`config.mk`:
```
export PLATFORM = sky130hd
export DESIGN_NAME = lc3_front
export DESIGN_NICKNAME = d
export VERILOG_FILES = /design/src/hdl/lc3_instruction_execute_unit_defines.svh /design/src/hdl/lc3_pkg.sv /design/src/hdl/lc3_front.sv
export SDC_FILE = /design/constraint.sdc
export NUM_CORES = 1
export LEC_CHECK = 0
export BUFFER_PORTS_ARGS = -buffer_cell sky130_fd_sc_hd__buf_2
export CAP_MARGIN = 30
export CORE_UTILIZATION = 35
export CTS_BUF_LIST = sky130_fd_sc_hd__clkbuf_8 sky130_fd_sc_hd__clkbuf_16
export DETAILED_ROUTE_END_ITERATION = 8
export GPL_ROUTABILITY_DRIVEN = 0
export PLACE_DENSITY_LB_ADDON = 0.1
export SLEW_MARGIN = 0
export SYNTH_ARGS = -nofsm -noshare
export SYNTH_HDL_FRONTEND = slang
export SYNTH_SLANG_ARGS = --single-unit
```
`constraint.sdc`:
```
create_clock -name clk -period 5.6 [get_ports clk]
set_input_delay 0 -clock clk [delete_from_list [all_inputs] [get_ports clk]]
set_output_delay 0 -clock clk [all_outputs]
set_load 0.02 [all_outputs]
```
`src/hdl/lc3_instruction_execute_unit_defines.svh`:
```
// Assertion macros shared by the execute unit.
`ifndef LC3_INSTRUCTION_EXECUTE_UNIT_DEFINES_SVH
`define LC3_INSTRUCTION_EXECUTE_UNIT_DEFINES_SVH
// Asserts that a condition implies another on the same edge.
`define LC3_ASSERT_IMPLY(label, clk, rst_n, a, b) \
	label: assert property (@(posedge clk) disable iff (!rst_n) (a) |-> (b)) \
		else $error("implication failed");
// Asserts that a condition implies another on the next edge.
`define LC3_ASSERT_NEXT(label, clk, rst_n, a, b) \
	label: assert property (@(posedge clk) disable iff (!rst_n) (a) |=> (b)) \
		else $error("next-cycle implication failed");
`endif

```
`src/hdl/lc3_pkg.sv`:
```
`timescale 1ns / 1ps
// ---------------------------------------------------------------------------
// LC-3 execute unit package
// Shared types, codes and constants for the front end, queue and back end.
// ---------------------------------------------------------------------------
package lc3_pkg;
	localparam int MEM_ADDR_BITS_DEF = 16;
	localparam logic [15:0] START_PC_RESET = 16'h3000;
	localparam int QUEUE_DEPTH = 2;

	typedef enum logic [1:0] {
		FUNC_WRITE = 2'd0,
		FUNC_STEP  = 2'd1,
		FUNC_READ  = 2'd2,
		FUNC_NONE  = 2'd3
	} func_t;

	typedef enum logic [1:0] {
		ST_OK   = 2'd0,
		ST_TRAP = 2'd1,
		ST_HALT = 2'd2
	} status_t;

	typedef enum logic [3:0] {
		OP_BR = 4'h0, OP_ADD = 4'h1, OP_LD = 4'h2, OP_ST = 4'h3,
		OP_JSR = 4'h4, OP_AND = 4'h5, OP_LDR = 4'h6, OP_STR = 4'h7,
		OP_RTI = 4'h8, OP_NOT = 4'h9, OP_LDI = 4'hA, OP_STI = 4'hB,
		OP_JMP = 4'hC, OP_RES = 4'hD, OP_LEA = 4'hE, OP_TRAP = 4'hF
	} opcode_t;

	typedef enum logic [3:0] {
		BK_IDLE, BK_FETCH, BK_DECODE, BK_READ1, BK_READ2, BK_STORE,
		BK_MEMRD, BK_DONE
	} bk_state_t;

	// Item as classified by the front end.
	typedef struct packed {
		func_t       func;
		logic [15:0] address;
		logic [15:0] data;
	} cmd_t;

	typedef struct packed {
		status_t     status;
		logic [15:0] pc_after;
		logic [2:0]  cond_flags;
		logic [15:0] executed_word;
		logic        dest_written;
		logic [2:0]  dest_index;
		logic [15:0] dest_value;
		logic        store_done;
		logic [15:0] store_address;
		logic [15:0] store_data;
		logic [15:0] read_data;
	} result_t;

	function automatic logic [15:0] sext(input logic [15:0] v, input int bits);
		logic [15:0] m;
		m = (16'd1 << bits) - 16'd1;
		return v[bits-1] ? (v | ~m) : (v & m);
	endfunction

	function automatic logic [2:0] cc_of(input logic [15:0] v);
		if (v == 16'd0) return 3'd2;
		if (v[15]) return 3'd4;
		return 3'd1;
	endfunction
endpackage

```
`src/hdl/lc3_front.sv`:
```
`timescale 1ns / 1ps
// ---------------------------------------------------------------------------
// LC-3 front end
// Accepts items and queues them for the back end.
// ---------------------------------------------------------------------------
module lc3_front (
	input  logic          clk,
	input  logic          arst_n,
	input  logic [1:0]    func,
	input  logic [15:0]   address,
	input  logic [15:0]   data,
	input  logic          in_valid,
	output logic          in_stall,
	output logic          cmd_valid,
	output lc3_pkg::cmd_t cmd,
	input  logic          cmd_take
);
	import lc3_pkg::*;

	localparam int PW = $clog2(QUEUE_DEPTH);
	cmd_t         queue_q [QUEUE_DEPTH];
	logic [PW-1:0] wr_q, rd_q;
	logic [PW:0]   count_q;
	logic          push;

	assign in_stall  = (count_q == (PW+1)'(QUEUE_DEPTH));
	assign push      = in_valid && !in_stall;
	assign cmd_valid = (count_q != '0);
	assign cmd       = queue_q[rd_q];

	always_ff @(posedge clk) begin
		if (push) begin
			queue_q[wr_q] <= '{func: func_t'(func), address: address, data: data};
		end
	end

	always_ff @(posedge clk or negedge arst_n) begin
		if (!arst_n) begin
			wr_q    <= '0;
			rd_q    <= '0;
			count_q <= '0;
		end else begin
			if (push) wr_q <= wr_q + 1'b1;
			if (cmd_take) rd_q <= rd_q + 1'b1;
			count_q <= count_q + (PW+1)'(push) - (PW+1)'(cmd_take);
		end
	end
endmodule

```
==> results of run 1 <==
==> critical path: cells and delay by family (launching register included) <==
| kind | cells | cell delay (ns) |
|---|---|---|
| flops | 1 | 0.42 |
| simple gates | 2 | 0.90 |
==> logic make-up after synthesis <==
| kind of cell | after synthesis |
|---|---|
| flops | 72 |
| mux | 34 |
| buf+inv | 6 |
| simple gates | 5 |
| xor+xnor | 4 |
| fa+ha+maj | 2 |
==> cell usage in the layout, fill, tap and decap left out <==
master | synthesis | routed
sky130_fd_sc_hd__buf_2 | 0 | 73
sky130_fd_sc_hd__edfxtp_1 | 68 | 68
sky130_fd_sc_hd__dlygate4sd3_1 | 0 | 37
sky130_fd_sc_hd__mux2_4 | 29 | 29
sky130_fd_sc_hd__clkbuf_8 | 0 | 9
sky130_fd_sc_hd__mux2_2 | 5 | 5
sky130_fd_sc_hd__inv_1 | 2 | 4
sky130_fd_sc_hd__xnor2_1 | 3 | 3
sky130_fd_sc_hd__dfrtp_1 | 4 | 3
sky130_fd_sc_hd__ha_1 | 2 | 2
sky130_fd_sc_hd__clkinv_1 | 0 | 2
sky130_fd_sc_hd__clkinv_2 | 0 | 2
sky130_fd_sc_hd__buf_12 | 3 | 2
sky130_fd_sc_hd__nand2b_1 | 1 | 1
sky130_fd_sc_hd__nand2_1 | 1 | 1
sky130_fd_sc_hd__nor2_4 | 0 | 1
sky130_fd_sc_hd__or2_2 | 1 | 1
sky130_fd_sc_hd__and3_2 | 0 | 1
sky130_fd_sc_hd__xor2_1 | 1 | 1
sky130_fd_sc_hd__bufinv_16 | 0 | 1
sky130_fd_sc_hd__dfrtp_2 | 0 | 1
==> timing repair <==
item                                   CTS  global route
buffers inserted                         0             0
hold buffers                            37             0
endpoints found under the hold margin   73             0
==> state kept, by name, indices dropped and copies added (netlist names) <==
name     cells
count_q      2
queue_q     68
rd_q         1
wr_q         1
==> how the worst min path moves through the flow <==
stage,startpoint,to,slack (ns),depth (start not counted)
3_3_place_gp,arst_n,count_q[0],-0.19,1
5_1_grt,in_valid,wr_q,0.08,3
6_report,in_valid,wr_q,0.07,3
3_5_place_dp,arst_n,count_q[0],-0.19,1
4_1_cts,in_valid,wr_q,0.06,3
2_1_floorplan,arst_n,count_q[0],-0.30,0
==> power groups by stage <==
stage          clock [mW]  combinational [mW]  sequential (mW)
5_1_grt             0.411               0.741            0.801
4_1_cts             0.385               0.697            0.792
6_report            0.372               0.693            0.789
2_1_floorplan           0               0.547            0.778
3_5_place_dp            0               0.675            0.804
3_3_place_gp            0               0.602            0.847
==> through the flow <==
step           utilization (%)  hold slack [ns]  total power [mW]  worst slack [ns]  cells
2_1_floorplan                -           -0.296              1.33              3.15    123
3_3_place_gp              41.8           -0.191              1.45              3.81    294
3_5_place_dp              42.1           -0.188              1.48              3.71    295
4_1_cts                   49.2           0.0593              1.87              3.68    348
5_1_grt                   49.4           0.0786              1.95              3.80    349
6_report                  49.4           0.0666              1.85              3.88    349
==> layout make-up <==
cell class | instances | area [sq um]
Multi-Input combinational cell | 45 | 587
Timing Repair Buffer | 112 | 776
Sequential cell | 72 | 2140
Clock inverter | 7 | 55.1
Fill cell | 678 | 3910
Inverter | 2 | 7.51
Clock buffer | 9 | 124
Tap cell | 102 | 128
==> per-layer routing <==
metal  up-vias  track usage (%)
met3        10             4.36
met5         -                0
met4         0             6.35
met1       745             13.2
met2        42             21.8
li1        713                -
==> run summary, run 1 <==
The flow ran to the end, and the final reports show no timing, DRC or antenna violations. After synthesis, the largest family of logic cells by area is multiplexers. The first detailed-routing pass took 3 iterations. The largest single stage delay on the critical path is 0.76 ns. Tracing the worst setup path back leads to its startpoint at count_q[1]. After the first detailed-routing iteration, the DRC count stood at 68.

In this run, synthesis produced a sequential element count of 72. Setup repair after global routing left no endpoint under its margin. The DRC violation count after routing came out at 0. The tools report the setup violation total in the final timing report as 0. The internal power is 1.26 mW. Headroom to the max-slew limit came out at 44.1%. The count of buffers added on input and output ports is 73. The most critical setup path has its endpoint at queue_q[1][1]. The required time of the critical path came out at 5.56 ns. The number of buffers created by CTS was 9. Traced cell by cell, the critical path runs through nand2b_1 > and3_2.

The tools report the fraction of power consumed by sequential logic as 42.6%. By startpoint and endpoint, the worst setup path is classified as reg -> reg. In the synthesized netlist the async set-or-reset flop fraction comes to 5.56%.

Timing would allow up to 582 MHz. VDD sags by at most 0.302 mV. CTS built an H-tree with a depth of 3. The synthesis-to-finish area growth was 36.5%. In this run the core area contains 32 standard-cell rows. For the worst setup path, the data arrival time is 1.67 ns. The die boundary height works out to 91.4 um. In the final timing run, aggregate negative setup slack is 0 ns.

Across the run, the number of max-cap violations was 0. For the combinational share of power, the log shows 37.4%. The final max-slew violation count was 0; the adder-cell share of the synthesized area was 0.894%. The endpoint of the lowest-slack register-to-register path was queue_q[1][1].

The logs give 0.00836 sq mm for the area of the die and 0.00382 sq mm for the post-route standard cell area excluding fillers. Area of the core region: 0.00773 sq mm. Synthesis produced 123 cells. First-pass GRT wire length: 7.60 mm. After clock tree synthesis, the clock-pin slew on the worst setup and hold paths is 0.07 ns. When the netlist entered floorplanning its net count stood at 163. The synthesized design contains 68 enable-type register cells. The share of synthesized area in the top cell type comes to 73.0%. Clock period minus final worst setup slack: 1.72 ns. Counting distinct cell types in the post-synthesis netlist gives 15. TritonCTS built the clock tree. Counting along the longest clock path gives a buffer depth of 2. Global routing used 12.5% of the available tracks. Highest fanout seen on the critical path: 34. Of the cells placed in the final design, the portion with a size suffix greater than 1 is 50.6%.

For the initial antenna violation count, the log shows 0. Entering global routing, the biggest net connects 35 pins. The clock sink count was 72. Net switching is 32.0% of the power.

The highest layer touched by signal routing is met4. Kind of capture point of the worst setup path: a register. The run gives 0.00325 sq mm as the total placed instance area. The via count came out at 1510.

The dominant register cell in the synthesized netlist was sky130_fd_sc_hd__edfxtp_1. After detailed routing, the met3 layer carries 237 um of wire. In the finished design, the share of the clock period the worst path needs comes to 30.7%.

For this run, the post-layout net count is 282. The run gives 0.33 ns as the clock latency of the later-clocked register in the worst-skew pair. In the final routed layout, each cell accounts on average for 13.4 um.

The run gives 1.83 mm as the met1 wire length. Length in cells of the worst reg-to-reg path: 2. The worst setup path is launched from a register. Summing the areas of all xor and xnor instances in the mapped netlist gives 1.25% of the synthesized area.

Summing the areas of all compound-gate instances in the mapped netlist gives 0% of the synthesized area. The commonest cells after synthesis are sky130_fd_sc_hd__edfxtp_1 (68), sky130_fd_sc_hd__mux2_4 (29), sky130_fd_sc_hd__mux2_2 (5), sky130_fd_sc_hd__dfrtp_1 (4). The number of inserted diodes is 0, and the simple-gate area share of the yosys netlist is 0.939%. Static power due to leakage: 1.55 nW.

After synthesis, flip-flops and latches occupy 76.5% of the total area. By instance count, the leading cell after synthesis is sky130_fd_sc_hd__edfxtp_1. Once the floorplan was initialized, standard cells occupied 36.2% of the core. Across all register-to-register paths, the minimum setup slack is 3.88 ns. The total overflow left after global routing is 0. At the pin with the least slew margin, the transition time is 0.838 ns. The tools report the number of global-route vias before repair as 1651. For the number of top-level pins, the log shows 74.

For the final database, setup skew stands at 0.00595 ns. Sorting the synthesized cells by area gives the leading types as sky130_fd_sc_hd__edfxtp_1 (73%), sky130_fd_sc_hd__mux2_4 (16%), sky130_fd_sc_hd__dfrtp_1 (3.6%), sky130_fd_sc_hd__buf_12 (2.1%), sky130_fd_sc_hd__mux2_2 (2.0%). Horizontal die dimension: 91.4 um. The cell type of the slowest stage on the worst timing path is sky130_fd_sc_hd__and3_2. The routed design has 4.68 mm of wire. Length of routed met2 wiring: 2.52 mm. The path class of the tightest hold or removal check is in -> reg. After synthesis, the mean cell area works out to 22.8 sq um.

Of the post-synthesis cell area, the part taken by muxes is 17.6%. The total power density per cell area works out to 485 mW/mm^2. For the count of instances resized after the clock tree is built, the log shows 0. Remaining antenna violation count after routing: 0.

Final hold violation count: 0. Summed over all instances, the cell type with the most area after synthesis is sky130_fd_sc_hd__edfxtp_1. Detailed placement finished with a half-perimeter wire length of 2.92 mm. For this design the total switching power over the nets is 0.593 mW. The worst register-to-register path begins at count_q[1]. For the total of warnings raised by yosys, the log shows 0. CTS placed an instance of sky130_fd_sc_hd__clkbuf_8 at the clock tree root.

The cell area that synthesis handed to floorplanning was 0.00280 sq mm. Per report_power, the clock group accounts for 20.0% of the total. Using the TritonRoute via totals, the vias-per-cell ratio works out to 4.33.
No activity file was read; power rests on OpenSTA's default activity.
==> run 2, diff against run 1 <==
==> constraint.sdc (replaced) <==
create_clock -name clk -period 1.5 [get_ports clk]
set_input_delay 0 -clock clk [delete_from_list [all_inputs] [get_ports clk]]
set_output_delay 0 -clock clk [all_outputs]
set_load 0.02 [all_outputs]
==> run 2 against run 1 <==
Fmax grew 16%. Non-clock buffer count grew 8. Setup slack lost 3.9 ns. Count of clock-buffer cells in the layout did not move. Wire length increased by 3.7%. Cell area increased by 4.7%. Combinational power grew to 4.2 times the previous value. Hold slack improved by 0.32 ns. Via count increased by 1.5%. Final cell count is 2.3% higher. Critical path type unchanged. Largest power group is now combinational cells.
==> run summary, run 2 (synthesized netlist as in run 1, its figures left out) <==
The required time of the critical path was 1.75 ns (was 5.56 ns). The number of flip-flops in the largest register works out to 68 (unchanged). The worst supply voltage drop on vdd was 0.851 mV (was 0.302 mV); the via count was 1532 (was 1510). The tightest slew margin relative to the limit is 86.5% (was 44.1%), and the switching power share of the total is 31.3% (was 32.0%).

The area of the core region was 0.00773 sq mm (unchanged); the fraction of power consumed by sequential logic was 39.0% (was 42.6%). The run gives 0.34 ns (was 0.33 ns) as the clock latency of the later-clocked register in the worst-skew pair. The DRC violation count after routing is 0 (unchanged).

The run gives 0 (unchanged) as the final global-route overflow total. The final period utilization came out at 98.3% (was 30.7%). The clock-pin slew on the worst setup and hold paths is 0.08 ns (was 0.07 ns). The portion of total power attributed to the clock network came out at 21.8% (was 20.0%).

Type of origin of the critical path: a register (unchanged). Kind of critical path: reg -> reg (unchanged). The horizontal die dimension came out at 91.4 um (unchanged).

The type of the most critical hold path is in -> reg (unchanged). The final critical-path setup slack came out at 0.0249 ns (was 3.88 ns). Critical path's top delay family: adder cells (was simple AND/OR/NAND/NOR gates). The vias per cell is 4.29 (was 4.33).

The number of placement rows came out at 32 (unchanged). For the area of the die, the log shows 0.00836 sq mm (unchanged). The run finished with clean final reports.

Violation count after the first detailed-routing iteration: 59 (was 68). Setup repair after global routing could not meet its margin everywhere. The run gives 0 (unchanged) as the final max-slew violation count. For the static power due to leakage, the log shows 1.62 nW (was 1.55 nW).

The remaining antenna violation count after routing came out at 0 (unchanged). The tools report the internal power as 5.15 mW (was 1.26 mW). The pre-CTS worst setup slack was -0.0333 ns (was 3.71 ns). The final hold violation count is 0 (unchanged). The arrival time reported for the critical path endpoint came out at 1.72 ns (was 1.67 ns). The pin count of the biggest net entering global routing was 22 (was 35); the total power density per cell area was 1870 mW/mm^2 (was 485 mW/mm^2). The largest incremental delay on the critical path came out at 0.40 ns (was 0.76 ns). The post-detailed-placement half-perimeter wirelength is 3.22 mm (was 2.92 mm). Accumulated negative setup slack: 0 ns (unchanged). The detail-routed net length per standard cell was 13.6 um (was 13.4 um); the die boundary height was 91.4 um (unchanged). The tools report the final wirelength as 4.85 mm (was 4.68 mm).

The register with the most flip-flops is queue_q (unchanged). The highest fanout seen on the critical path is 3 (was 34), and the clock period minus final worst setup slack is 1.48 ns (was 1.72 ns). Commonest non-fill, non-tap cells in the layout: sky130_fd_sc_hd__buf_2 (72), sky130_fd_sc_hd__edfxtp_1 (68), sky130_fd_sc_hd__dlygate4sd3_1 (38), sky130_fd_sc_hd__mux2_4 (30), sky130_fd_sc_hd__clkbuf_8 (9) (was sky130_fd_sc_hd__buf_2 (73), sky130_fd_sc_hd__edfxtp_1 (68), sky130_fd_sc_hd__dlygate4sd3_1 (37), sky130_fd_sc_hd__mux2_4 (29), sky130_fd_sc_hd__clkbuf_8 (9)).

For the initial standard-cell utilization of the core, the log shows 36.2% (unchanged). The run gives 4 (was 3) as the first-pass iteration count of the detailed router. For the number of buffers created by CTS, the log shows 9 (unchanged). First-pass GRT wire length: 7.72 mm (was 7.60 mm).

The number of nets in the final layout is 290 (was 282). Cell-by-cell trace of the critical path: nand2b_4 > nand2_4 > ha_1 > inv_1 > ha_2 > xnor2_2 > xnor2_1 (was nand2b_1 > and3_2). The total routing usage reported by global routing came out at 12.5% (about the same). The upper clock frequency limit is 678 MHz (was 582 MHz).

For the number of global-route vias before repair, the log shows 1619 (was 1651). The kind of capture point of the worst setup path was a register (unchanged). The logs give 0 (unchanged) for the initial antenna violation count and 2 (unchanged) for the maximum clock path buffer count. The fraction of layout instances using a drive strength above 1 is 54.5% (was 50.6%). TritonCTS built the clock tree.

The number of top-level pins was 74 (unchanged). Registers with the highest flip-flop counts: queue_q: 68 flops, count_q: 2 flops (unchanged). The clock tree root buffer cell was sky130_fd_sc_hd__clkbuf_8 (unchanged).

The logs give 0.00956 ns (was 0.00595 ns) for the worst setup skew after layout and 662 (was 678) for the number of fillers in the final layout. The count of input and output buffers came out at 73 (unchanged). The synthesis-to-finish area growth is 42.9% (was 36.5%). The number of buffers and inverters on the critical path came out at 1 (was 0). The most common cell after layout, fill and taps aside is sky130_fd_sc_hd__buf_2 (unchanged).

The worst-margin pin slew came out at 0.201 ns (was 0.838 ns). The setup violation total in the final timing report was 0 (unchanged). The number of inserted diodes was 0 (unchanged). The combinational share of power was 39.2% (was 37.4%); the clock sink count was 72 (unchanged). The run gives 2.35 mW (was 0.593 mW) as the net switching power of the design. The cell type of the slowest stage on the worst timing path is sky130_fd_sc_hd__dfrtp_1 (was sky130_fd_sc_hd__and3_2).

The number of H-tree levels is 3 (unchanged), and the max-capacitance violation count is 0 (unchanged).
-- run 2: changes by cell type in the layout (fill, tap and decap cells not counted), sizes merged --
| cell | before | now |
|---|---|---|
| clkinvlp | 0 | 2 |
| buf | 75 | 82 |
| dlygate4sd3 | 37 | 38 |
| inv | 4 | 2 |
| bufinv | 1 | 2 |
| clkinv | 4 | 3 |
-- run 2: power groups by stage --
stage	registers, mW	logic, mW	clock network (mW)
floorplan	2.90	2.06	0
global placement	2.93	2.73	0
detailed placement	2.96	2.77	0
CTS	2.92	2.93	1.69
global route	2.96	3.13	1.77
finish	2.92	2.94	1.63
-- run 2: stage by stage --
stage | hold WS [ns] | std cells | cell area (sq um) | utilization [%] | total power, mW
final | 0.383 | 357 | 4000 | 51.8 | 7.49
after global routing | 0.370 | 357 | 4000 | 51.8 | 7.87
after CTS | 0.360 | 357 | 3980 | 51.4 | 7.54
after detailed placement | -0.183 | 301 | 3350 | 43.3 | 5.73
after global placement | -0.188 | 301 | 3350 | 43.3 | 5.66
after floorplan | -0.296 | 123 | 2810 | - | 4.96
-- run 2: final cells by class --
class	instances	area, sq um	area share (%)
timing repair buffer	120	886	22.1
multi-input combinational	45	616	15.4
inverter	2	7.51	0.188
sequential	72	2140	53.6
tap	102	128	3.19
clock buffer	9	124	3.10
clock inverter	7	96.3	2.41
-- run 2: repair_timing --
action	4_1_cts	5_1_grt
setup buffers	2	0
setup endpoints to repair	5	6
hold buffers	38	0
pin swaps	1	1
endpoints found under the hold margin	74	0
gates resized for setup	2	6
-- run 2: per-layer routing --
| metal | global-route usage [%] | wire length, um | up-vias |
|---|---|---|---|
| met5 | 0 | 0 | - |
| met4 | 6.61 | 62 | 0 |
| met3 | 3.94 | 259 | 6 |
| met2 | 21.1 | 2590 | 49 |
| met1 | 14.0 | 1940 | 747 |
| li1 | - | - | 730 |
-- run 2: worst paths after layout --
path / start / slack [ns] / cells past startpoint / end
setup reg to reg: count_q[0] / 0.02 / 7 / count_q[1]
hold reg to reg: wr_q / 0.56 / 1 / wr_q
max in group asynchronous: arst_n / 0.76 / 3 / rd_q
min in group asynchronous: arst_n / 0.55 / 3 / count_q[0]
hold / removal: data[12] / 0.38 / 2 / queue_q[1][12]
setup / recovery: count_q[0] / 0.02 / 7 / count_q[1]
==> run 3, diff against run 2 <==
--- a/config.mk
+++ b/config.mk
@@ -7,6 +7,7 @@
 export LEC_CHECK = 0
 export BUFFER_PORTS_ARGS = -buffer_cell sky130_fd_sc_hd__buf_2
 export CAP_MARGIN = 30
+export CORE_ASPECT_RATIO = 0.75
 export CORE_UTILIZATION = 35
 export CTS_BUF_LIST = sky130_fd_sc_hd__clkbuf_8 sky130_fd_sc_hd__clkbuf_16
 export DETAILED_ROUTE_END_ITERATION = 8
==> run 3 against run 2 <==
Wire length rose by 2.5%. Via count fell by 0.98%. Count of clock-buffer cells in the layout rose by 1. Clock skew fell by 0.0013 ns. Combinational power fell by 2%. Register-to-register slack improved by 0.02 ns. Core utilization rose by 0.10 points. Fmax rose by 1.2%. Sequential share of layout area rose by 1.3 points. Global-route usage rose by 0.42 points. Hold slack got worse by 0.32 ns. Power fell by 6.0%. Critical path type unchanged. Largest cell class unchanged.
==> run summary, run 3 (synthesized netlist as in run 1, its figures left out) <==
The length in cells of the worst reg-to-reg path is 7 (unchanged). For the clock sink count, the log shows 72 (unchanged). For the first-pass GRT wire length, the log shows 7.79 mm (was 7.72 mm).

The run gives 1.60 nW (was 1.62 nW) as the static power due to leakage. Clock latency of the later-clocked register in the worst-skew pair: 0.33 ns (was 0.34 ns). Registers with the highest flip-flop counts: queue_q: 68 flops, count_q: 2 flops (unchanged). The logs give 37.2% (was 36.2%) for the initial standard-cell utilization of the core and 290 (unchanged) for the number of nets in the final layout. The number of global-route vias before repair came out at 1636 (was 1619). The via count is 1517 (was 1532).

Total routing usage reported by global routing: 12.9% (was 12.5%). The tools report the required time of the critical path as 1.72 ns (was 1.75 ns). Type of the most critical hold path: in -> reg (unchanged). The total power density per cell area came out at 1800 mW/mm^2 (was 1870 mW/mm^2). The run gives 4.97 mm (was 4.85 mm) as the final wirelength.

The type of origin of the critical path was a register (unchanged). The final period utilization is 97.2% (was 98.3%). The synthesis-to-finish area growth is 39.6% (was 42.9%). The highest fanout seen on the critical path came out at 3 (unchanged).

The kind of critical path is reg -> reg (unchanged). The number of inserted diodes was 0 (unchanged); the count of input and output buffers was 73 (unchanged). For the pre-CTS worst setup slack, the log shows 0.00829 ns (was -0.0333 ns). Setup repair after global routing could not meet its margin everywhere. The horizontal die dimension is 105 um (was 91.4 um), and the upper clock frequency limit is 686 MHz (was 678 MHz). The utilization after layout was 51.9% (was 51.8%). The worst hold path cell count was 4 (was 2); the remaining antenna violation count after routing was 0 (unchanged). The clock period minus final worst setup slack works out to 1.46 ns (was 1.48 ns). The first-pass iteration count of the detailed router is 4 (unchanged), and the clock-pin slew on the worst setup and hold paths is 0.07 ns (was 0.08 ns).

Commonest non-fill, non-tap cells in the layout: sky130_fd_sc_hd__buf_2 (72), sky130_fd_sc_hd__edfxtp_1 (68), sky130_fd_sc_hd__dlygate4sd3_1 (37), sky130_fd_sc_hd__mux2_4 (29), sky130_fd_sc_hd__clkbuf_8 (10) (was sky130_fd_sc_hd__buf_2 (72), sky130_fd_sc_hd__edfxtp_1 (68), sky130_fd_sc_hd__dlygate4sd3_1 (38), sky130_fd_sc_hd__mux2_4 (30), sky130_fd_sc_hd__clkbuf_8 (9)). Source of the worst register-to-register timing path: count_q[0] (unchanged). The run finished with clean final reports. The number of H-tree levels is 3 (unchanged), and the detail-routed net length per standard cell is 14.0 um (was 13.6 um). Final max-slew violation count: 0 (unchanged). The tools report the end of the worst hold path as wr_q (was queue_q[1][12]). The logs give 74 (unchanged) for the number of top-level pins and 0 (unchanged) for the max-capacitance violation count. The tools report the maximum clock path buffer count as 2 (unchanged). The DRC violation count after routing is 0 (unchanged), and the setup violation total in the final timing report is 0 (unchanged). The fraction of layout instances using a drive strength above 1 was 54.1% (was 54.5%); the die boundary height was 79.4 um (was 91.4 um).

The tools report the endpoint of the lowest-slack register-to-register path as count_q[1] (unchanged). The tightest slew margin relative to the limit is 85.6% (was 86.5%). The area of the die is 0.00836 sq mm (about the same). The vias per cell came out at 4.26 (was 4.29).

The most common cell after layout, fill and taps aside is sky130_fd_sc_hd__buf_2 (unchanged). TritonCTS built the clock tree. For the pin count of the biggest net entering global routing, the log shows 24 (was 22). For the worst supply voltage drop on vdd, the log shows 0.942 mV (was 0.851 mV). The tools report the post-detailed-placement half-perimeter wirelength as 3.34 mm (was 3.22 mm). Number of flip-flops in the largest register: 68 (unchanged). The final global-route overflow total came out at 0 (unchanged). The clock tree root buffer cell is sky130_fd_sc_hd__clkbuf_8 (unchanged). Number of buffers created by CTS: 9 (unchanged). The tools report the critical hold path startpoint as in_valid (was data[12]).

The arrival time reported for the critical path endpoint is 1.68 ns (was 1.72 ns), and the area of the core region is 0.00753 sq mm (was 0.00773 sq mm). The worst-margin pin slew was 0.216 ns (was 0.201 ns). The logs give 0 (unchanged) for the final hold violation count and 0 (unchanged) for the initial antenna violation count. The violation count after the first detailed-routing iteration is 42 (was 59), and the number of placement rows is 27 (was 32). The worst setup skew after layout is 0.00828 ns (was 0.00956 ns). The register with the most flip-flops is queue_q (unchanged). The kind of capture point of the worst setup path is a register (unchanged).

The reg-to-reg setup timing slack is 0.04 ns (was 0.02 ns), and the final critical-path setup slack is 0.0427 ns (was 0.0249 ns).
[run 3: changes by cell type in the layout (fill, tap and decap cells not counted), sizes merged]
cell and delta:
buf +1, bufinv -2, clkbuf +1, clkinvlp -1
dlygate4sd3 -1, inv +2
[run 3: layer usage]
layer  up-vias  share of wire (%)  track usage (%)
li1        726                  -                -
met1       732                 44             15.0
met2        53                 48             20.9
met3         6                6.3             6.20
met4         0                1.4             4.51
met5         -                  0                0
[run 3: timing repair]
action,CTS,global route
hold buffers,37,0
endpoints found under the hold margin,73,0
setup endpoints to repair,1,13
setup buffers,2,1
cloned,0,0
gates resized for setup,0,5
[run 3: critical path: stages, from the launching register on]
cell and delay (ns):
sky130_fd_sc_hd__dfrtp_1 0.38, sky130_fd_sc_hd__nand2b_4 0.15, sky130_fd_sc_hd__nand2_2 0.06, sky130_fd_sc_hd__ha_1 0.26
sky130_fd_sc_hd__inv_1 0.04, sky130_fd_sc_hd__ha_1 0.19, sky130_fd_sc_hd__xnor2_2 0.14, sky130_fd_sc_hd__xnor2_1 0.13
[run 3: final cells by class]
cell class,instances,area (sq um)
tap,101,126
timing repair buffer,120,858
sequential,72,2140
multi-input combinational,45,604
inverter,2,7.51
clock inverter,6,30.0
clock buffer,10,138
fill,627,3630
[run 3: metrics by stage]
step | cell area (sq um) | TNS [ns] | hold slack [ns] | std cells | total power, mW
after floorplan | 2810 | -0.843 | -0.296 | 123 | 4.96
after global placement | 3320 | 0 | -0.190 | 300 | 5.61
after detailed placement | 3320 | 0 | -0.184 | 300 | 5.67
after CTS | 3870 | 0 | 0.0499 | 355 | 7.07
after global routing | 3910 | -0.0733 | 0.0711 | 356 | 7.43
final | 3910 | 0 | 0.0657 | 356 | 7.05
[run 3: how the worst max path moves through the flow]
| stage | start | slack, ns | cells past startpoint | end |
|---|---|---|---|---|
| final | count_q[0] | 0.04 | 7 | count_q[1] |
| after CTS | rd_q | 0.0001 | 3 | cmd[30] |
| after floorplan | count_q[1] | -0.02 | 3 | queue_q[0][0] |
| after global routing | count_q[0] | -0.05 | 7 | count_q[1] |
| after detailed placement | count_q[1] | 0.008 | 7 | count_q[1] |
| after global placement | count_q[1] | 0.09 | 7 | count_q[1] |
[run 3: power by group]
group	total (mW)	switching [mW]	internal, mW
combinational	2.87	1.48	1.39
clock	1.26	0.641	0.623
sequential	2.91	0.158	2.75
total	7.05	2.28	4.77
